$ cat config.mk
export PLATFORM = sky130hd
export DESIGN_NAME = bnf_grammar_tokenizer_flat
export DESIGN_NICKNAME = d
export VERILOG_FILES = /design/src/sv/bgt_pkg.sv /design/src/sv/bgt_stream_if.sv /design/src/sv/bgt_front.sv /design/src/sv/bgt_queue.sv /design/src/sv/bnf_grammar_tokenizer.sv /design/src/flat_wrapper.sv
export SDC_FILE = /design/constraint.sdc
export NUM_CORES = 1
export LEC_CHECK = 0
export BUFFER_PORTS_ARGS = -buffer_cell sky130_fd_sc_hd__buf_2
export CORE_ASPECT_RATIO = 1.5
export CORE_MARGIN = 8
export CORE_UTILIZATION = 55
export CTS_CLUSTER_SIZE = 30
export DETAILED_ROUTE_END_ITERATION = 12
export PLACE_DENSITY = 0.72
export SLEW_MARGIN = 10
export SYNTH_ARGS = -nofsm -noshare
export SYNTH_HDL_FRONTEND = slang
export SYNTH_HIERARCHICAL = 1
export SYNTH_SLANG_ARGS = --single-unit
$ cat constraint.sdc
create_clock -name clk -period 7.84 [get_ports clk]
set_clock_uncertainty 0.15 [all_clocks]
set_input_delay 0.784 -clock clk [delete_from_list [all_inputs] [get_ports clk]]
set_output_delay 0.784 -clock clk [all_outputs]
set_load 0.05 [all_outputs]
$ cat src/sv/bgt_pkg.sv
// Package with the item types, codes and character constants of the grammar tokenizer.
`default_nettype none
package bgt_pkg;

	localparam int QUEUE_DEPTH = 4;

	typedef enum logic [3:0] {
		KIND_EOF  = 4'd0,
		KIND_DEF  = 4'd1,
		KIND_TERM = 4'd2,
		KIND_ALT  = 4'd3,
		KIND_EPS  = 4'd4,
		KIND_STR  = 4'd5,
		KIND_RE   = 4'd6,
		KIND_EX   = 4'd7,
		KIND_CM   = 4'd8,
		KIND_NT   = 4'd9
	} kind_t;

	typedef enum logic [2:0] {
		ERR_OK      = 3'd0,
		ERR_BRACKET = 3'd1,
		ERR_NT      = 3'd2,
		ERR_SPACE   = 3'd3,
		ERR_REGEX   = 3'd4,
		ERR_STAR    = 3'd5,
		ERR_UNEXP   = 3'd6,
		ERR_UNTERM  = 3'd7
	} err_t;

	typedef enum logic [3:0] {
		MODE_IDLE    = 4'd0,
		MODE_STR     = 4'd1,
		MODE_RE      = 4'd2,
		MODE_RE_U    = 4'd3,
		MODE_EX_OPEN = 4'd4,
		MODE_EX_RE   = 4'd5,
		MODE_EX_RE_U = 4'd6,
		MODE_EX_SP   = 4'd7,
		MODE_EX_NT1  = 4'd8,
		MODE_EX_NT   = 4'd9,
		MODE_CM_OPEN = 4'd10,
		MODE_CM      = 4'd11,
		MODE_NT      = 4'd12,
		MODE_DONE    = 4'd13
	} mode_t;

	localparam logic [7:0] CH_U      = 8'h55;
	localparam logic [7:0] CH_SLASH  = 8'h2F;
	localparam logic [7:0] CH_STAR   = 8'h2A;
	localparam logic [7:0] CH_EQ     = 8'h3D;
	localparam logic [7:0] CH_SEMI   = 8'h3B;
	localparam logic [7:0] CH_BAR    = 8'h7C;
	localparam logic [7:0] CH_LBRACK = 8'h5B;
	localparam logic [7:0] CH_RBRACK = 8'h5D;
	localparam logic [7:0] CH_QUOTE  = 8'h22;
	localparam logic [7:0] CH_BSLASH = 8'h5C;
	localparam logic [7:0] CH_LPAREN = 8'h28;
	localparam logic [7:0] CH_RPAREN = 8'h29;

	typedef struct packed {
		logic [7:0] ch;
		logic       end_of_input;
	} in_item_t;

	typedef struct packed {
		kind_t      token_kind;
		logic [7:0] token_byte;
		logic       byte_valid;
		logic       token_last;
		err_t       error_code;
	} res_item_t;

	typedef struct packed {
		logic      two;
		res_item_t r0;
		res_item_t r1;
	} entry_t;

	typedef struct packed {
		logic   push;
		entry_t entry;
	} q_push_t;

	typedef struct packed {
		logic full;
		logic empty;
	} q_stat_t;

	function automatic res_item_t make_item(input kind_t k, input logic [7:0] b,
			input logic v, input logic l, input err_t e);
		res_item_t r;
		r.token_kind = k;
		r.token_byte = v ? b : 8'h00;
		r.byte_valid = v;
		r.token_last = l;
		r.error_code = e;
		return r;
	endfunction

	function automatic logic is_space(input logic [7:0] c);
		return (c == 8'h20) || (c >= 8'h09 && c <= 8'h0D);
	endfunction

	function automatic logic is_alnum(input logic [7:0] c);
		return (c >= 8'h30 && c <= 8'h39) || (c >= 8'h41 && c <= 8'h5A) ||
			(c >= 8'h61 && c <= 8'h7A);
	endfunction

endpackage
`default_nettype wire

$ cat src/sv/bgt_stream_if.sv
// Valid/ready stream interface carrying one request per handshake.
`default_nettype none
interface bgt_stream_if #(
	parameter type T = logic
);
	logic valid;
	logic ready;
	T     data;

	modport source(output valid, output data, input ready);
	modport sink(input valid, input data, output ready);
endinterface
`default_nettype wire

$ cat src/sv/bgt_front.sv
// Front end: accepts characters, runs the lexer mode machine and queues result pairs.
`default_nettype none
module bgt_front (
	input  wire logic     clk,
	input  wire logic     arst_n,
	bgt_stream_if.sink    in_ch,
	input  wire bgt_pkg::q_stat_t stat,
	output bgt_pkg::q_push_t push
);

	typedef struct packed {
		bgt_pkg::mode_t     mode;
		logic [7:0]         prev;
		logic               empty;
		logic               halt;
		logic               has;
		bgt_pkg::res_item_t item;
	} start_t;

	function automatic start_t start_tok(input logic [7:0] c);
		start_t s;
		s.mode  = bgt_pkg::MODE_IDLE;
		s.prev  = 8'h00;
		s.empty = 1'b1;
		s.halt  = 1'b0;
		s.has   = 1'b0;
		s.item  = '0;
		if (!bgt_pkg::is_space(c)) begin
			case (c)
				bgt_pkg::CH_EQ: begin
					s.has  = 1'b1;
					s.item = bgt_pkg::make_item(bgt_pkg::KIND_DEF, c, 1'b1, 1'b1, bgt_pkg::ERR_OK);
				end
				bgt_pkg::CH_SEMI: begin
					s.has  = 1'b1;
					s.item = bgt_pkg::make_item(bgt_pkg::KIND_TERM, c, 1'b1, 1'b1, bgt_pkg::ERR_OK);
				end
				bgt_pkg::CH_BAR: begin
					s.has  = 1'b1;
					s.item = bgt_pkg::make_item(bgt_pkg::KIND_ALT, c, 1'b1, 1'b1, bgt_pkg::ERR_OK);
				end
				bgt_pkg::CH_QUOTE: s.mode = bgt_pkg::MODE_STR;
				bgt_pkg::CH_SLASH: begin
					s.mode  = bgt_pkg::MODE_RE;
					s.prev  = c;
					s.empty = 1'b0;
					s.has   = 1'b1;
					s.item  = bgt_pkg::make_item(bgt_pkg::KIND_RE, c, 1'b1, 1'b0, bgt_pkg::ERR_OK);
				end
				bgt_pkg::CH_LBRACK: s.mode = bgt_pkg::MODE_EX_OPEN;
				bgt_pkg::CH_LPAREN: s.mode = bgt_pkg::MODE_CM_OPEN;
				default: begin
					s.has = 1'b1;
					if (bgt_pkg::is_alnum(c)) begin
						s.mode  = bgt_pkg::MODE_NT;
						s.prev  = c;
						s.empty = 1'b0;
						s.item  = bgt_pkg::make_item(bgt_pkg::KIND_NT, c, 1'b1, 1'b0,
							bgt_pkg::ERR_OK);
					end else begin
						s.halt = 1'b1;
						s.item = bgt_pkg::make_item(bgt_pkg::KIND_EOF, 8'h00, 1'b0, 1'b1,
							bgt_pkg::ERR_UNEXP);
					end
				end
			endcase
		end
		return s;
	endfunction

	function automatic bgt_pkg::kind_t mode_kind(input bgt_pkg::mode_t m);
		bgt_pkg::kind_t k;
		unique case (m)
			bgt_pkg::MODE_STR: k = bgt_pkg::KIND_STR;
			bgt_pkg::MODE_RE, bgt_pkg::MODE_RE_U: k = bgt_pkg::KIND_RE;
			bgt_pkg::MODE_CM_OPEN, bgt_pkg::MODE_CM: k = bgt_pkg::KIND_CM;
			bgt_pkg::MODE_NT: k = bgt_pkg::KIND_NT;
			bgt_pkg::MODE_IDLE, bgt_pkg::MODE_DONE: k = bgt_pkg::KIND_EOF;
			default: k = bgt_pkg::KIND_EX;
		endcase
		return k;
	endfunction

	bgt_pkg::mode_t     mode_q, nxt_mode;
	logic [7:0]         prev_q, nxt_prev;
	logic               empty_q, nxt_empty;
	logic               halted_q, nxt_halt;
	logic [1:0]         cnt;
	bgt_pkg::res_item_t r0, r1;
	start_t             st;
	logic [7:0]         c;
	logic               esc;
	logic               accept;

	assign c            = in_ch.data.ch;
	assign esc          = !empty_q && (prev_q == bgt_pkg::CH_BSLASH);
	assign in_ch.ready  = !stat.full;
	assign accept       = in_ch.valid && in_ch.ready;
	assign st           = start_tok(c);

	always_comb begin
		nxt_mode  = mode_q;
		nxt_prev  = prev_q;
		nxt_empty = empty_q;
		nxt_halt  = halted_q;
		cnt       = 2'd0;
		r0        = '0;
		r1        = '0;
		if (halted_q) begin
			cnt = 2'd0;
		end else if (mode_q == bgt_pkg::MODE_DONE) begin
			cnt = 2'd1;
			r0  = bgt_pkg::make_item(bgt_pkg::KIND_EOF, 8'h00, 1'b0, 1'b1, bgt_pkg::ERR_OK);
		end else if (in_ch.data.end_of_input) begin
			if (mode_q == bgt_pkg::MODE_NT || mode_q == bgt_pkg::MODE_RE_U) begin
				cnt      = 2'd2;
				r0       = bgt_pkg::make_item(mode_kind(mode_q), 8'h00, 1'b0, 1'b1,
					bgt_pkg::ERR_OK);
				r1       = bgt_pkg::make_item(bgt_pkg::KIND_EOF, 8'h00, 1'b0, 1'b1,
					bgt_pkg::ERR_OK);
				nxt_mode = bgt_pkg::MODE_DONE;
			end else if (mode_q != bgt_pkg::MODE_IDLE) begin
				cnt      = 2'd1;
				r0       = bgt_pkg::make_item(mode_kind(mode_q), 8'h00, 1'b0, 1'b1,
					bgt_pkg::ERR_UNTERM);
				nxt_halt = 1'b1;
				nxt_mode = bgt_pkg::MODE_IDLE;
			end else begin
				cnt      = 2'd1;
				r0       = bgt_pkg::make_item(bgt_pkg::KIND_EOF, 8'h00, 1'b0, 1'b1,
					bgt_pkg::ERR_OK);
				nxt_mode = bgt_pkg::MODE_DONE;
			end
		end else begin
			unique case (mode_q)
				bgt_pkg::MODE_STR: begin
					cnt = 2'd1;
					if (c == bgt_pkg::CH_QUOTE && !esc) begin
						r0       = bgt_pkg::make_item(empty_q ? bgt_pkg::KIND_EPS :
							bgt_pkg::KIND_STR, 8'h00, 1'b0, 1'b1, bgt_pkg::ERR_OK);
						nxt_mode = bgt_pkg::MODE_IDLE;
					end else begin
						r0        = bgt_pkg::make_item(bgt_pkg::KIND_STR, c, 1'b1, 1'b0,
							bgt_pkg::ERR_OK);
						nxt_prev  = c;
						nxt_empty = 1'b0;
					end
				end
				bgt_pkg::MODE_RE, bgt_pkg::MODE_EX_RE: begin
					cnt       = 2'd1;
					r0        = bgt_pkg::make_item((mode_q == bgt_pkg::MODE_RE) ?
						bgt_pkg::KIND_RE : bgt_pkg::KIND_EX, c, 1'b1, 1'b0, bgt_pkg::ERR_OK);
					nxt_prev  = c;
					nxt_empty = 1'b0;
					if (c == bgt_pkg::CH_SLASH && !esc) begin
						nxt_mode = (mode_q == bgt_pkg::MODE_RE) ? bgt_pkg::MODE_RE_U :
							bgt_pkg::MODE_EX_RE_U;
					end
				end
				bgt_pkg::MODE_RE_U: begin
					if (c == bgt_pkg::CH_U) begin
						cnt       = 2'd2;
						r0        = bgt_pkg::make_item(bgt_pkg::KIND_RE, c, 1'b1, 1'b0,
							bgt_pkg::ERR_OK);
						r1        = bgt_pkg::make_item(bgt_pkg::KIND_RE, 8'h00, 1'b0, 1'b1,
							bgt_pkg::ERR_OK);
						nxt_prev  = c;
						nxt_empty = 1'b0;
						nxt_mode  = bgt_pkg::MODE_IDLE;
					end else begin
						cnt       = st.has ? 2'd2 : 2'd1;
						r0        = bgt_pkg::make_item(bgt_pkg::KIND_RE, 8'h00, 1'b0, 1'b1,
							bgt_pkg::ERR_OK);
						r1        = st.item;
						nxt_mode  = st.mode;
						nxt_prev  = st.prev;
						nxt_empty = st.empty;
						nxt_halt  = st.halt;
					end
				end
				bgt_pkg::MODE_EX_OPEN: begin
					cnt = 2'd1;
					if (c != bgt_pkg::CH_SLASH) begin
						r0       = bgt_pkg::make_item(bgt_pkg::KIND_EX, 8'h00, 1'b0, 1'b1,
							bgt_pkg::ERR_REGEX);
						nxt_halt = 1'b1;
						nxt_mode = bgt_pkg::MODE_IDLE;
					end else begin
						r0        = bgt_pkg::make_item(bgt_pkg::KIND_EX, c, 1'b1, 1'b0,
							bgt_pkg::ERR_OK);
						nxt_prev  = c;
						nxt_empty = 1'b0;
						nxt_mode  = bgt_pkg::MODE_EX_RE;
					end
				end
				bgt_pkg::MODE_EX_RE_U, bgt_pkg::MODE_EX_SP: begin
					cnt = 2'd1;
					if (mode_q == bgt_pkg::MODE_EX_RE_U && c == bgt_pkg::CH_U) begin
						r0        = bgt_pkg::make_item(bgt_pkg::KIND_EX, c, 1'b1, 1'b0,
							bgt_pkg::ERR_OK);
						nxt_prev  = c;
						nxt_empty = 1'b0;
						nxt_mode  = bgt_pkg::MODE_EX_SP;
					end else if (!bgt_pkg::is_space(c)) begin
						r0       = bgt_pkg::make_item(bgt_pkg::KIND_EX, 8'h00, 1'b0, 1'b1,
							bgt_pkg::ERR_SPACE);
						nxt_halt = 1'b1;
						nxt_mode = bgt_pkg::MODE_IDLE;
					end else begin
						r0        = bgt_pkg::make_item(bgt_pkg::KIND_EX, c, 1'b1, 1'b0,
							bgt_pkg::ERR_OK);
						nxt_prev  = c;
						nxt_empty = 1'b0;
						nxt_mode  = bgt_pkg::MODE_EX_NT1;
					end
				end
				bgt_pkg::MODE_EX_NT1: begin
					cnt = 2'd1;
					if (!bgt_pkg::is_alnum(c)) begin
						r0       = bgt_pkg::make_item(bgt_pkg::KIND_EX, 8'h00, 1'b0, 1'b1,
							bgt_pkg::ERR_NT);
						nxt_halt = 1'b1;
						nxt_mode = bgt_pkg::MODE_IDLE;
					end else begin
						r0        = bgt_pkg::make_item(bgt_pkg::KIND_EX, c, 1'b1, 1'b0,
							bgt_pkg::ERR_OK);
						nxt_prev  = c;
						nxt_empty = 1'b0;
						nxt_mode  = bgt_pkg::MODE_EX_NT;
					end
				end
				bgt_pkg::MODE_EX_NT: begin
					cnt = 2'd1;
					if (bgt_pkg::is_alnum(c)) begin
						r0        = bgt_pkg::make_item(bgt_pkg::KIND_EX, c, 1'b1, 1'b0,
							bgt_pkg::ERR_OK);
						nxt_prev  = c;
						nxt_empty = 1'b0;
					end else if (c != bgt_pkg::CH_RBRACK) begin
						r0       = bgt_pkg::make_item(bgt_pkg::KIND_EX, 8'h00, 1'b0, 1'b1,
							bgt_pkg::ERR_BRACKET);
						nxt_halt = 1'b1;
						nxt_mode = bgt_pkg::MODE_IDLE;
					end else begin
						r0       = bgt_pkg::make_item(bgt_pkg::KIND_EX, 8'h00, 1'b0, 1'b1,
							bgt_pkg::ERR_OK);
						nxt_mode = bgt_pkg::MODE_IDLE;
					end
				end
				bgt_pkg::MODE_CM_OPEN: begin
					if (c != bgt_pkg::CH_STAR) begin
						cnt      = 2'd1;
						r0       = bgt_pkg::make_item(bgt_pkg::KIND_CM, 8'h00, 1'b0, 1'b1,
							bgt_pkg::ERR_STAR);
						nxt_halt = 1'b1;
						nxt_mode = bgt_pkg::MODE_IDLE;
					end else begin
						nxt_mode  = bgt_pkg::MODE_CM;
						nxt_empty = 1'b1;
					end
				end
				bgt_pkg::MODE_CM: begin
					cnt = 2'd1;
					if (c == bgt_pkg::CH_RPAREN && !empty_q &&
							prev_q == bgt_pkg::CH_STAR) begin
						r0       = bgt_pkg::make_item(bgt_pkg::KIND_CM, 8'h00, 1'b0, 1'b1,
							bgt_pkg::ERR_OK);
						nxt_mode = bgt_pkg::MODE_IDLE;
					end else begin
						r0        = bgt_pkg::make_item(bgt_pkg::KIND_CM, c, 1'b1, 1'b0,
							bgt_pkg::ERR_OK);
						nxt_prev  = c;
						nxt_empty = 1'b0;
					end
				end
				bgt_pkg::MODE_NT: begin
					if (bgt_pkg::is_alnum(c)) begin
						cnt       = 2'd1;
						r0        = bgt_pkg::make_item(bgt_pkg::KIND_NT, c, 1'b1, 1'b0,
							bgt_pkg::ERR_OK);
						nxt_prev  = c;
						nxt_empty = 1'b0;
					end else begin
						cnt       = st.has ? 2'd2 : 2'd1;
						r0        = bgt_pkg::make_item(bgt_pkg::KIND_NT, 8'h00, 1'b0, 1'b1,
							bgt_pkg::ERR_OK);
						r1        = st.item;
						nxt_mode  = st.mode;
						nxt_prev  = st.prev;
						nxt_empty = st.empty;
						nxt_halt  = st.halt;
					end
				end
				default: begin
					cnt       = st.has ? 2'd1 : 2'd0;
					r0        = st.item;
					nxt_mode  = st.mode;
					nxt_prev  = st.prev;
					nxt_empty = st.empty;
					nxt_halt  = st.halt;
				end
			endcase
		end
	end

	assign push.push      = accept && (cnt != 2'd0);
	assign push.entry.two = (cnt == 2'd2);
	assign push.entry.r0  = r0;
	assign push.entry.r1  = r1;

	always_ff @(posedge clk or negedge arst_n) begin
		if (!arst_n) begin
			mode_q   <= bgt_pkg::MODE_IDLE;
			prev_q   <= 8'h00;
			empty_q  <= 1'b1;
			halted_q <= 1'b0;
		end else if (accept) begin
			mode_q   <= nxt_mode;
			prev_q   <= nxt_prev;
			empty_q  <= nxt_empty;
			halted_q <= nxt_halt;
		end
	end

endmodule
`default_nettype wire

$ cat src/sv/bgt_queue.sv
// Back end: queue of result pairs that hands out one result per request.
`default_nettype none
module bgt_queue #(
	parameter int DEPTH = bgt_pkg::QUEUE_DEPTH
) (
	input  wire logic        clk,
	input  wire logic        arst_n,
	input  wire bgt_pkg::q_push_t push,
	output bgt_pkg::q_stat_t stat,
	bgt_stream_if.source     out_ch
);

	localparam int PTR_W = (DEPTH > 1) ? $clog2(DEPTH) : 1;
	localparam int CNT_W = $clog2(DEPTH + 1);

	bgt_pkg::entry_t  mem [DEPTH];
	logic [PTR_W-1:0] wr_ptr_q, rd_ptr_q;
	logic [CNT_W-1:0] count_q;
	logic             sub_q;
	bgt_pkg::entry_t  head;
	logic             out_acc;
	logic             pop;

	function automatic logic [PTR_W-1:0] bump(input logic [PTR_W-1:0] p);
		return (p == PTR_W'(DEPTH - 1)) ? '0 : p + 1'b1;
	endfunction

	assign head         = mem[rd_ptr_q];
	assign stat.full    = (count_q == CNT_W'(DEPTH));
	assign stat.empty   = (count_q == '0);
	assign out_ch.valid = !stat.empty;
	assign out_ch.data  = sub_q ? head.r1 : head.r0;
	assign out_acc      = out_ch.valid && out_ch.ready;
	assign pop          = out_acc && (sub_q || !head.two);

	always_ff @(posedge clk) begin
		if (push.push) begin
			mem[wr_ptr_q] <= push.entry;
		end
	end

	always_ff @(posedge clk or negedge arst_n) begin
		if (!arst_n) begin
			wr_ptr_q <= '0;
			rd_ptr_q <= '0;
			count_q  <= '0;
			sub_q    <= 1'b0;
		end else begin
			if (push.push) begin
				wr_ptr_q <= bump(wr_ptr_q);
			end
			if (pop) begin
				rd_ptr_q <= bump(rd_ptr_q);
				sub_q    <= 1'b0;
			end else if (out_acc) begin
				sub_q <= 1'b1;
			end
			if (push.push && !pop) begin
				count_q <= count_q + 1'b1;
			end else if (pop && !push.push) begin
				count_q <= count_q - 1'b1;
			end
		end
	end

endmodule
`default_nettype wire

$ cat src/sv/bnf_grammar_tokenizer.sv
// Top level of the streaming BNF grammar tokenizer.
// The tokenizer takes one character request per cycle while the queue has a
// free entry and returns tagged token items: content bytes as they arrive and
// a closing item for each token. A character is classified in the cycle it is
// accepted and its zero, one or two results are written as one entry into a
// queue of QUEUE_DEPTH entries; the output side drains one result per cycle
// while the receiver is ready, so a character that closes a token and opens
// the next one yields two results from a single entry. After an error code the
// tokenizer swallows all further input until reset; after end of input it
// answers each further request with an end-of-input item.
`default_nettype none
module bnf_grammar_tokenizer #(
	parameter int QUEUE_DEPTH = bgt_pkg::QUEUE_DEPTH
) (
	input wire logic     clk,
	input wire logic     arst_n,
	bgt_stream_if.sink   in_ch,
	bgt_stream_if.source out_ch
);

	bgt_pkg::q_push_t push;
	bgt_pkg::q_stat_t stat;

	bgt_front u_front (
		.clk    (clk),
		.arst_n (arst_n),
		.in_ch  (in_ch),
		.stat   (stat),
		.push   (push)
	);

	bgt_queue #(
		.DEPTH (QUEUE_DEPTH)
	) u_queue (
		.clk    (clk),
		.arst_n (arst_n),
		.push   (push),
		.stat   (stat),
		.out_ch (out_ch)
	);

	a_err_closes: assert property (@(posedge clk) disable iff (!arst_n)
		out_ch.valid && (out_ch.data.error_code != bgt_pkg::ERR_OK) |->
			out_ch.data.token_last && !out_ch.data.byte_valid)
		else $error("error item must close its token without a byte");

	a_eps_empty: assert property (@(posedge clk) disable iff (!arst_n)
		out_ch.valid && (out_ch.data.token_kind == bgt_pkg::KIND_EPS) |->
			!out_ch.data.byte_valid && out_ch.data.token_last)
		else $error("epsilon item must carry no byte");

	a_push_room: assert property (@(posedge clk) disable iff (!arst_n)
		stat.full |-> !push.push)
		else $error("queue written while full");

endmodule
`default_nettype wire

$ cat src/flat_wrapper.sv
// flat-port wrapper written by rule: the top's interface ports become plain ports
module bnf_grammar_tokenizer_flat 
#(
	parameter int QUEUE_DEPTH = bgt_pkg::QUEUE_DEPTH
)
  (clk, arst_n, in_ch_valid, in_ch_data, in_ch_ready, out_ch_valid, out_ch_data, out_ch_ready);
  bgt_stream_if #(.T(bgt_pkg::in_item_t)) in_ch_i ();
  bgt_stream_if #(.T(bgt_pkg::res_item_t)) out_ch_i ();
  input wire logic clk;
  input wire logic arst_n;
  input wire logic [$bits(in_ch_i.valid)-1:0] in_ch_valid;
  input wire logic [$bits(in_ch_i.data)-1:0] in_ch_data;
  output wire logic [$bits(in_ch_i.ready)-1:0] in_ch_ready;
  output wire logic [$bits(out_ch_i.valid)-1:0] out_ch_valid;
  output wire logic [$bits(out_ch_i.data)-1:0] out_ch_data;
  input wire logic [$bits(out_ch_i.ready)-1:0] out_ch_ready;
  assign in_ch_i.valid = in_ch_valid;
  assign in_ch_i.data = in_ch_data;
  assign in_ch_ready = in_ch_i.ready;
  assign out_ch_valid = out_ch_i.valid;
  assign out_ch_data = out_ch_i.data;
  assign out_ch_i.ready = out_ch_ready;
  bnf_grammar_tokenizer #(.QUEUE_DEPTH(QUEUE_DEPTH)) u_core (.clk(clk), .arst_n(arst_n), .in_ch(in_ch_i), .out_ch(out_ch_i));
endmodule
; ---- Yosys cells after proc, flatten, opt, wreduce, memory -nomap -nowiden
; Memories as Yosys holds them, arrays and structs flattened.
; Index checks and enable logic that the tools add are counted.
[totals]
regBits = 22
ram_bits = 140
romBits = 128
input_bits = 13
out_inout_bits = 19
wordCells = 217
mem_count = 3
[op_classes]
add_sub_neg = 4
n_lt_le_gt_ge = 8
n_eq_ne = 43
n_mux = 102
n_bitwise = 4
n_reduce_logical = 45
[mem_list]
columns = name, words, word_bits, read_ports, rd_ports_with_merged_regs, wr, line_no
row1 = u_core.u_queue.mem, 4, 35, 1, 0, 1, bgt_queue.sv:16  ; bgt_pkg::entry_t mem [DEPTH];
row2 = (no name shown), 16, 4, 1, 0, 0, bgt_front.sv:73  ; unique case (m)
row3 = (no name shown), 16, 4, 1, 0, 0, bgt_front.sv:73
[op_table]
columns = cell, count
row1 = 17-bit two-way mux, 13
row2 = 17-bit one-hot mux with 10 select lines, 1
row3 = 13-bit two-way mux, 9
row4 = 18-bit one-hot mux with 5 select lines, 1
row5 = 8-bit one-hot mux with 9 select lines, 1
row6 = 8-bit by 6-bit == test with 1-bit output (second input constant), 8
row7 = 8-bit two-way mux, 8
row8 = 4-bit two-way mux, 14
row9 = 4-bit one-hot mux with 10 select lines, 1
row10 = 17-bit one-hot mux with 2 select lines, 1
row11 = 1-bit two-way mux, 33
row12 = 8-bit by 7-bit == test with 1-bit output (second input constant), 4
row13 = 32-bit two-way mux, 1
row14 = 4-bit == test (second input constant), 6
row15 = 4-bit one-hot mux with 5 select lines, 1
row16 = 10-bit AND reduction, 2
row17 = 2-bit two-way mux, 9
row18 = 3-bit inequality test (second input constant), 6
row19 = 9-bit one-hot mux with 2 select lines, 1
row20 = 4-bit by 3-bit == test with 1-bit output (second input constant), 4
row21 = 8-bit by 7-bit >= comparator with 1-bit output (second input constant), 2
row22 = 8-bit by 7-bit less-or-equal comparator with 1-bit output (second input constant), 2
row23 = 1-bit logical AND, 16
row24 = 8-bit by 6-bit inequality test with 1-bit output (second input constant), 2
row25 = 32 further kinds, 60

; ---- Logic depth before layout (Yosys ltp)
; Gate-level depths: netlist (run 1).
[depth]
ltp_word = 19
mapped_depth = 15

; ---- By module
; The synthesis (run 1) kept the hierarchy.
[modules_own_cells]
columns = module, n_inst, cells_each, area_each_um2, seq_area_each_um2
row1 = bgt_queue, 1, 293, 5799.3, 4404.2
row2 = bgt_front, 1, 379, 2622.5, 351.6

; ---- Worst setup path before layout (run 1)
; OpenSTA, ideal clock, no wires.
[synth_timing]
path_type = input to register
startpoint = input in_ch_data[3]
endpoint = memory u_core/u_queue/mem[3][0] in the netlist's numbering, enable pin
setup_ns = 0.395
t_arrival_ns = 3.677
t_required_ns = 7.295
path_slack_ns = 3.618
cell_stages = 9
cell_sequence = buf_1 -> and4_1 -> and2_1 -> or3_1 -> buf_2 -> o21ai_1 -> mux2i_1 -> a41oi_1 -> and2_1
[synth_lines]
columns = element, line_no
row1 = start: declaration, flat_wrapper.sv:12  ; input wire logic [$bits(in_ch_i.data)-1:0] in_ch_data;
row2 = end: declaration, bgt_queue.sv:16

==> run_results.csv, run 1 <==
group,metric,value,unit
synth,yosys_warnings,6,
finish,final_nets,717,
sta,max_slew.worst_pin.slew,1.27,ns
worst_setup_path,cp-start-kind,"flop",
sta,setup_violations,0,
route,wire_per_inst,27.1,um
sta,layout_min_cycle_time,4.59,ns
floorplan,coreArea,0.0150,sq mm
pwr,power,2.80,mW
place,post-dp-hpwl,16900,um
pwr,ir_drop,0.000254,V
floorplan,floorplan.initialDensity,0.561,
grt,grt_pass1_wl,37100,um
floorplan,die_h,168,um
route,wl,24600,um
worst_setup_path,r2r_slack,3.25,ns
sta,final.setup.tns,0,ns
job,maxCapViolCount,0,
min_path,min_path_type,"input port to asynchronous set/reset pin",
clock_tree,cts_sinks,162,
clock_tree,clk_path_buf_depth,2,
finish,area_growth,10.8,%
worst_setup_path,r2r_cells,9,
synth,synth_area,0.00842,sq mm
worst_setup_path,crit-reg2reg-launch,"u_core/u_front/mode_q[3]",
pwr,power_density,300,mW/mm^2
worst_setup_path,required,7.99,ns
sta,finalHoldViolations,0,
run_status,status,"complete, no violations",
route,avgViaCountPerCell,6.68,
pwr,power.leakage,3.35,nW
clock_tree,clkLatencyLatePin,0.42,ns
grt,gr-total-overflow,0,
finish,drive_gt1_frac,0.199,
clock_tree,cts.htree.levels,4,
route,drc_errors,0,
sta,maxSlewViolCount,0,
grt,grt_max_degree,42,
synth,synth_cells,671,
route,dr.pass1.iters,5,
worst_setup_path,r2r_end,"u_core/u_queue/count_q[1]",
place,post-place-cells,876,
grt,grt.total_usage,0.261,
clock_tree,hold_buffers,0,
finish,diodes,0,
finish,final_cells,908,
worst_setup_path,cp-end-kind,"flop",
route,drtAntennaViolNets,0,
floorplan,die-area,0.0196,sq mm
sta,rsz0062_at_grt,"false",
grt,grt_pass1_vias,6107,
clock_tree,postCtsSetupBuffers,0,
worst_setup_path,critical_path_class,"flop to flop",
worst_setup_path,cp_max_fo,24,
floorplan,fp.dieW,117,um
route,vias,6064,
place,numPortBuffers,31,
route,drtIter0Drc,742,
grt,grt_antenna_before_repair,0,
place,gp_congestion,1.02,
sta,finalCritPeriodShare,0.585,
clock_tree,clkTransAtPathRegs,0.07,ns
clock_tree,cts_tree,"yes",
worst_setup_path,critPathArrivalTime,4.73,ns
synth,avgSynthCellArea,12.5,sq um
clock_tree,cts-root-buf,"clkbuf_16",
clock_tree,cts_resized,0,
sta,max_freq,218,MHz
floorplan,io_pins,32,
clock_tree,cts_buffers,17,
floorplan,row_count,55,
sta,relSlewSlack,0.132,
metrics by stage:
step	util	setup slack [ns]	hold slack, ns	cell area, sq um
3_5_place_dp	0.581	2.97	0.362	8720
4_1_cts	0.622	3.43	0.209	9320
3_3_place_gp	0.581	3.11	0.349	8720
6_report	0.622	3.25	0.199	9320
5_1_grt	0.622	3.05	0.223	9320
2_1_floorplan	-	3.62	0.333	8420
metal layers:
layer | GRT usage | up-vias | share of wire
li1 | - | 2648 | -
met1 | 0.280 | 3011 | 0.34
met2 | 0.457 | 321 | 0.53
met3 | 0.0439 | 84 | 0.055
met4 | 0.166 | 0 | 0.067
met5 | 0 | - | 0
critical path, stage by stage, from the launching register on:
cell	delay, ns
dfrtp_1	0.94
clkinv_1	0.50
nor3_1	0.73
nor3_1	0.17
o21ai_0	0.27
a41oi_1	0.52
ha_1	0.41
inv_1	0.07
fa_1	0.41
mux2_2	0.28
registers in the layout, summed over array words and instances, names as in the netlist:
name	count
u_core/u_queue/wr_ptr_q	2
u_core/u_queue/mem	140
u_core/u_queue/sub_q	1
u_core/u_front/halted_q	1
u_core/u_front/empty_q	1
u_core/u_front/prev_q	8
u_core/u_queue/rd_ptr_q	2
u_core/u_queue/count_q	3
u_core/u_front/mode_q	4
worst max path at each step:
stage	start	to	slack [ns]	depth (start not counted)
final	u_core/u_front/mode_q[3]	u_core/u_queue/count_q[1]	3.25	9
after global routing	u_core/u_front/mode_q[3]	u_core/u_queue/count_q[1]	3.05	9
after CTS	in_ch_data[3]	u_core/u_queue/count_q[2]	3.43	13
after detailed placement	in_ch_data[3]	u_core/u_queue/count_q[2]	2.97	13
after global placement	in_ch_data[3]	u_core/u_queue/count_q[2]	3.11	13
after floorplan	in_ch_data[3]	u_core/u_queue/mem[3][0]	3.62	9
cell type report:
class | count | area (sq um)
multi-input cells | 451 | 3380
inverters | 19 | 71.3
repair buffers | 45 | 260
fillers | 1164 | 5680
clock inverters | 14 | 166
well taps | 199 | 249
flip-flops and latches | 162 | 4760
clock buffers | 18 | 439
cells in the final DEF, fill, tap and decap left out, types with 6 or more instances in the layout:
cell / count
a211oi_1: 8
a21oi_1: 26
a31oi_1: 11
and2_1: 9
buf_2: 31
buf_4: 14
clkbuf_16: 17
dfrtp_1: 20
edfxtp_1: 140
ha_1: 7
inv_1: 16
mux2i_1: 10
mux4_2: 35
nand2_1: 96
nand2b_1: 11
nand3_1: 10
nor2_1: 39
nor3_1: 21
nor4_1: 6
o211ai_1: 8
o21ai_0: 27
o31ai_1: 7
or2_2: 7
or3_1: 6
report_power, final:
| part | leakage [nW] | total, mW | internal [mW] | switching, mW |
|---|---|---|---|---|
| logic | 1.50 | 0.917 | 0.308 | 0.609 |
| clock network | 0.291 | 0.830 | 0.464 | 0.366 |
| registers | 1.56 | 1.05 | 1.00 | 0.0511 |
Power figures use the tool's default switching activity.
==> inputs of run 2 (changes only) <==
- clock period: 7.84 -> 4.7 ns (I/O delays scaled with it)
==> run 2 against run 1 <==
Effect of this change:
- clock-buffer cell count decreased by 1
- via count decreased by 0.38%
- fmax increased by 15%
- power increased by 65%
- combinational power increased by 65%
==> run_results.csv, run 2 (synthesis gave the netlist of run 1 again) <==
group,metric,value,unit
place,gp_congestion,1.06,
floorplan,floorplan.initialDensity,0.561,
floorplan,die_h,168,um
route,dr.pass1.iters,5,
worst_setup_path,max_stage_delay,0.65,ns
grt,grt_max_degree,42,
finish,fin_area,0.00947,sq mm
finish,largest_reg_flops,140,
finish,top_register,"u_core/u_queue/mem",
worst_setup_path,critPathArrivalTime,4.15,ns
run_status,status,"complete, no violations",
grt,grt.total_usage,0.259,
floorplan,io_pins,32,
worst_setup_path,path_cells,"nor2b_1 -> buf_4 -> nor3_1 -> nor3_1 -> o21ai_0 -> a41oi_1 -> buf_4 -> ha_1 -> inv_1 -> fa_1 -> xor2_1 -> nor2_1 -> xor2_1",
grt,grt_antenna_before_repair,0,
route,avgViaCountPerCell,6.54,
finish,diodes,0,
finish,top_regs,"u_core/u_queue/mem (140), u_core/u_front/prev_q (8), u_core/u_front/mode_q (4)",
route,wl_met3,1340,um
sta,maxSlewViolCount,0,
worst_setup_path,cp_num_buf_inv,3,
floorplan,fp.dieW,117,um
finish,area_growth,12.5,%
clock_tree,cts_tree,"yes",
route,drc_errors,0,
grt,gr-total-overflow,0,
sta,finalHoldViolations,0,
sta,setup_violations,0,
job,maxCapViolCount,0,
route,wl,24300,um
pwr,power_density,488,mW/mm^2
clock_tree,cts_buffers,17,
place,post_dp_cell_area,0.00887,sq mm
worst_setup_path,required,4.88,ns
sta,relSlewSlack,0.346,
clock_tree,clkLatencyLatePin,0.42,ns
sta,rsz0062_at_grt,"false",
worst_setup_path,critPathSlowestCell,"dfrtp_1",
worst_setup_path,cp_max_fo,9,
finish,final.fill_count,1219,
route,route.met2.wl,13100,um
sta,max_slew.worst_pin.slew,0.973,ns
grt,grt_pass1_vias,6129,
worst_setup_path,crit_family,"simple AND/OR/NAND/NOR gates",
sta,final.setup.tns,0,ns
finish,drive_gt1_frac,0.213,
floorplan,die-area,0.0196,sq mm
min_path,min_path_type,"input port to flop",
finish,layout_commonest_cell,"edfxtp_1",
clock_tree,postCtsSetupBuffers,0,
clock_tree,cts-root-buf,"clkbuf_16",
clock_tree,cts.htree.levels,4,
place,numPortBuffers,31,
pwr,power.leakage,3.42,nW
sta,finalCritPeriodShare,0.846,
pwr,ir_drop,0.000383,V
sta,max_freq,252,MHz
worst_setup_path,cp-start-kind,"flop",
route,drtIter0Drc,781,
clock_tree,cts_sinks,162,
worst_setup_path,cp-end-kind,"flop",
floorplan,row_count,55,
grt,grt_pass1_wl,37100,um
finish,final_nets,732,
sta,layout_min_cycle_time,3.98,ns
worst_setup_path,critical_path_class,"flop to flop",
floorplan,coreArea,0.0150,sq mm
route,wire_per_inst,26.3,um
route,vias,6041,
route,wl_met1,8580,um
finish,final_cell_mix,"140 x edfxtp_1, 96 x nand2_1, 39 x nor2_1",
route,drtAntennaViolNets,0,
route,top_layer,"met4",
clock_tree,clk_path_buf_depth,2,
place,post-dp-hpwl,17100,um
clock_tree,clkTransAtPathRegs,0.07,ns
[run 2: worst min-delay path, stage by stage]
cell and delay [ns]:
buf_2 0.09, o31ai_1 0.08, nand2_1 0.07, a22oi_1 0.07
[run 2: cell type report]
| class | count | area [sq um] | share of cell area |
|---|---|---|---|
| flip-flops and latches | 162 | 4760 | 0.502 |
| well taps | 199 | 249 | 0.0263 |
| clock inverters | 15 | 164 | 0.0173 |
| inverters | 19 | 71.3 | 0.00753 |
| multi-input cells | 451 | 3380 | 0.357 |
| clock buffers | 17 | 425 | 0.0449 |
| repair buffers | 60 | 425 | 0.0449 |
[run 2: path summary, 6_finish.rpt]
check,end,from,cells past startpoint,slack [ns]
hold reg to reg,u_core/u_front/prev_q[0],u_core/u_front/prev_q[0],1,0.37
hold / removal,u_core/u_queue/rd_ptr_q[1],out_ch_ready,4,0.26
setup reg to reg,u_core/u_queue/count_q[2],u_core/u_front/mode_q[0],13,0.72
min in group asynchronous,u_core/u_front/prev_q[4],arst_n,2,0.42
max in group asynchronous,u_core/u_queue/rd_ptr_q[0],arst_n,2,3.58
setup / recovery,u_core/u_queue/count_q[2],u_core/u_front/mode_q[0],13,0.72
[run 2: what timing repair did]
action | 4_1_cts | 5_1_grt
resized for setup | 0 | 0
endpoints found under the hold margin | 21 | 0
hold buffers | 1 | 0
[run 2: per-layer routing]
layer / up-vias / track usage
li1: 2678 / -
met1: 2990 / 0.297
met2: 297 / 0.456
met3: 76 / 0.0302
met4: 0 / 0.138
met5: - / 0
[run 2: per-stage QoR]
stage	util	std cells	hold slack (ns)	worst slack [ns]	power [mW]
4_1_cts	0.631	923	0.238	1.05	4.67
5_1_grt	0.631	923	0.267	0.428	4.81
3_3_place_gp	0.591	890	0.317	0.841	3.29
6_report	0.631	923	0.256	0.725	4.62
2_1_floorplan	-	672	0.0244	0.792	2.98
3_5_place_dp	0.591	890	0.337	0.692	3.33
[run 2: report_power, final]
part           internal (mW)  leakage (nW)  switching [mW]
registers               1.67          1.56           0.105
clock network          0.711         0.281           0.621
logic                  0.527          1.58           0.985
==> inputs of run 3 (changes only) <==
- ABC_AREA: unset -> 1
- PLACE_DENSITY: 0.72 -> 0.75
- clock period: 4.7 -> 3.5 ns (I/O delays scaled with it)
==> run 3 against run 2 <==
Effect of this change:
- die area rose by 3.2%
- largest power group is now combinational logic
- critical path type unchanged
- sequential share of layout area fell by 1.3 points
- area after synthesis is 3.6% higher
- critical path depth grew 3
- final cell count grew 36%
- critical endpoint unchanged
- register-to-register slack worse by 0.43 ns
- hold slack got worse by 0.14 ns
==> run_results.csv, run 3 <==
group,metric,value,unit
floorplan,floorplan.initialDensity,0.561,
sta,relSlewSlack,0.498,
synth,yosysMostFrequentCell,"nand2_1",
worst_setup_path,path_cells,"inv_1 -> nand2_1 -> o21ai_1 -> nor2_1 -> nand2_2 -> inv_2 -> a21oi_1 -> nand2_1 -> a21oi_1 -> ha_1 -> inv_1 -> fa_1 -> nor2_1 -> nor2_1 -> nand2_1 -> xor2_1",
clock_tree,clk_path_buf_depth,2,
sta,maxSlewViolCount,0,
finish,final_util,0.625,
synth,synth.distinct_cells,42,
place,post_dp_cell_area,0.00905,sq mm
finish,drive_gt1_frac,0.141,
synth,synth_cells,1008,
place,post-dp-hpwl,15300,um
floorplan,die_h,170,um
finish,layout_commonest_cell,"nand2_1",
clock_tree,cts_tree,"yes",
synth,yosysTopAreaCellShare,0.482,
finish,fin_area,0.00972,sq mm
synth,yosys.area.top_type,"edfxtp_1",
synth,yosys_warnings,6,
finish,final_cell_mix,"236 x nand2_1, 197 x nor2_1, 140 x edfxtp_1",
route,drtIter0Drc,632,
route,wl,22600,um
clock_tree,hold_buffers,1,
route,drc_errors,0,
clock_tree,cts_resized,0,
finish,largest_reg_flops,140,
worst_setup_path,critPathSlowestCell,"dfrtp_1",
finish,final_nets,1057,
finish,top_regs,"u_core/u_queue/mem (140), u_core/u_front/prev_q (8), u_core/u_front/mode_q (4)",
sta,hold-worst-slack,0.118,ns
min_path,min_path_type,"input port to flop",
place,gp_congestion,1.02,
clock_tree,cts_sinks,162,
pwr,power.leakage,4.00,nW
pwr,power_density,854,mW/mm^2
worst_setup_path,cp_max_fo,16,
synth,avgSynthCellArea,8.65,sq um
synth,synth_ff_type,"edfxtp_1",
clock_tree,postCtsSetupBuffers,0,
synth,ys_top_cells_by_area,"edfxtp_1 48%, nand2_1 10%, nor2_1 8.5%",
worst_setup_path,critical_path_class,"flop to flop",
grt,grt_antenna_before_repair,0,
sta,finalHoldViolations,0,
place,numPortBuffers,31,
route,wire_per_inst,18.0,um
clock_tree,clkTransAtPathRegs,0.07,ns
worst_setup_path,required,3.69,ns
grt,grt_max_degree,74,
job,maxCapViolCount,0,
synth,synth_seq_cells,162,
sta,max_freq,312,MHz
finish,top_register,"u_core/u_queue/mem",
sta,final.setup.tns,0,ns
floorplan,coreArea,0.0156,sq mm
worst_setup_path,max_stage_delay,0.45,ns
grt,grt_pass1_wl,36000,um
floorplan,row_count,56,
route,avgViaCountPerCell,5.66,
pwr,ir_drop,0.000495,V
floorplan,die-area,0.0202,sq mm
route,drtAntennaViolNets,0,
route,vias,7076,
pwr,power,8.30,mW
sta,layout_min_cycle_time,3.20,ns
grt,gr-total-overflow,0,
finish,diodes,0,
grt,grt.total_usage,0.227,
sta,setup_violations,0,
synth,synth_area,0.00872,sq mm
clock_tree,cts.htree.levels,4,
grt,grt_pass1_vias,6828,
clock_tree,cts_buffers,17,
synth,synth_edf_count,140,
sta,max_slew.worst_pin.slew,0.753,ns
synth,ys_seq_area_frac,0.545,
sta,finalCritPeriodShare,0.915,
run_status,status,"complete, no violations",
floorplan,io_pins,32,
synth,synthTopCellsByCount,"236 x nand2_1, 197 x nor2_1, 140 x edfxtp_1",
route,dr.pass1.iters,6,
clock_tree,clkLatencyLatePin,0.42,ns
floorplan,fp.dieW,119,um
worst_setup_path,cp-end-kind,"flop",
worst_setup_path,critPathArrivalTime,3.39,ns
sta,rsz0062_at_grt,"false",
finish,area_growth,11.5,%
synth,async_flop_share,0.136,
clock_tree,cts-root-buf,"clkbuf_16",
worst_setup_path,cp-start-kind,"flop",
-- run 3: worst max-delay path, delay by kind of cell, from the launching register on --
| family | cells | cell delay (ns) |
|---|---|---|
| simple gates | 7 | 0.80 |
| compound gates | 3 | 0.65 |
| fa+ha+maj | 2 | 0.56 |
| flops | 1 | 0.45 |
| buf+inv | 3 | 0.34 |
| xor+xnor | 1 | 0.17 |
-- run 3: path summary, 6_finish.rpt --
kind / startpoint / endpoint / cells past startpoint / slack, ns
min in group asynchronous: arst_n / u_core/u_queue/count_q[0] / 2 / 0.30
hold / removal: in_ch_data[8] / u_core/u_front/prev_q[7] / 3 / 0.12
setup reg to reg: u_core/u_front/mode_q[2] / u_core/u_queue/count_q[2] / 16 / 0.30
hold reg to reg: u_core/u_front/prev_q[3] / u_core/u_front/prev_q[3] / 2 / 0.34
max in group asynchronous: arst_n / u_core/u_queue/rd_ptr_q[1] / 2 / 2.52
setup / recovery: u_core/u_front/mode_q[2] / u_core/u_queue/count_q[2] / 16 / 0.30
-- run 3: kinds of logic (layout without fill, tap and decap cells) --
logic type      after synthesis  count (layout)  share of synthesized area
compound gates              174             174                      0.103
fa+ha+maj                     8               8                     0.0123
simple gates                544             544                      0.271
buf+inv                     116             155                     0.0647
other cells                   1               2                   0.000430
xor+xnor                      2               2                    0.00201
mux                           1               1                    0.00129
flops                       162             162                      0.545
-- run 3: metrics by stage --
| stage | instances | setup WS, ns |
|---|---|---|
| floorplan | 1009 | 0.371 |
| global placement | 1219 | 0.465 |
| detailed placement | 1219 | 0.383 |
| CTS | 1251 | 0.363 |
| global route | 1251 | 0.0303 |
| finish | 1251 | 0.298 |
-- run 3: routing by layer --
layer	up-vias	wire length [um]	track usage
met5	-	0	0
met2	305	11700	0.411
met4	0	1130	0.130
met1	3299	8480	0.250
met3	72	1290	0.0332
li1	3400	-	-
-- run 3: area by class of cell --
class                      count  area [sq um]
fill                        1337          5830
sequential                   162          4760
multi-input combinational    731          3400
clock buffer                  17           425
timing repair buffer          49           355
inverter                      75           289
tap                          203           254
clock inverter                14           235
-- run 3: report_power, final --
group	internal, mW	switching, mW	total [mW]
Clock	1.29	0.789	2.08
Combinational	0.995	2.76	3.75
Sequential	2.29	0.181	2.47
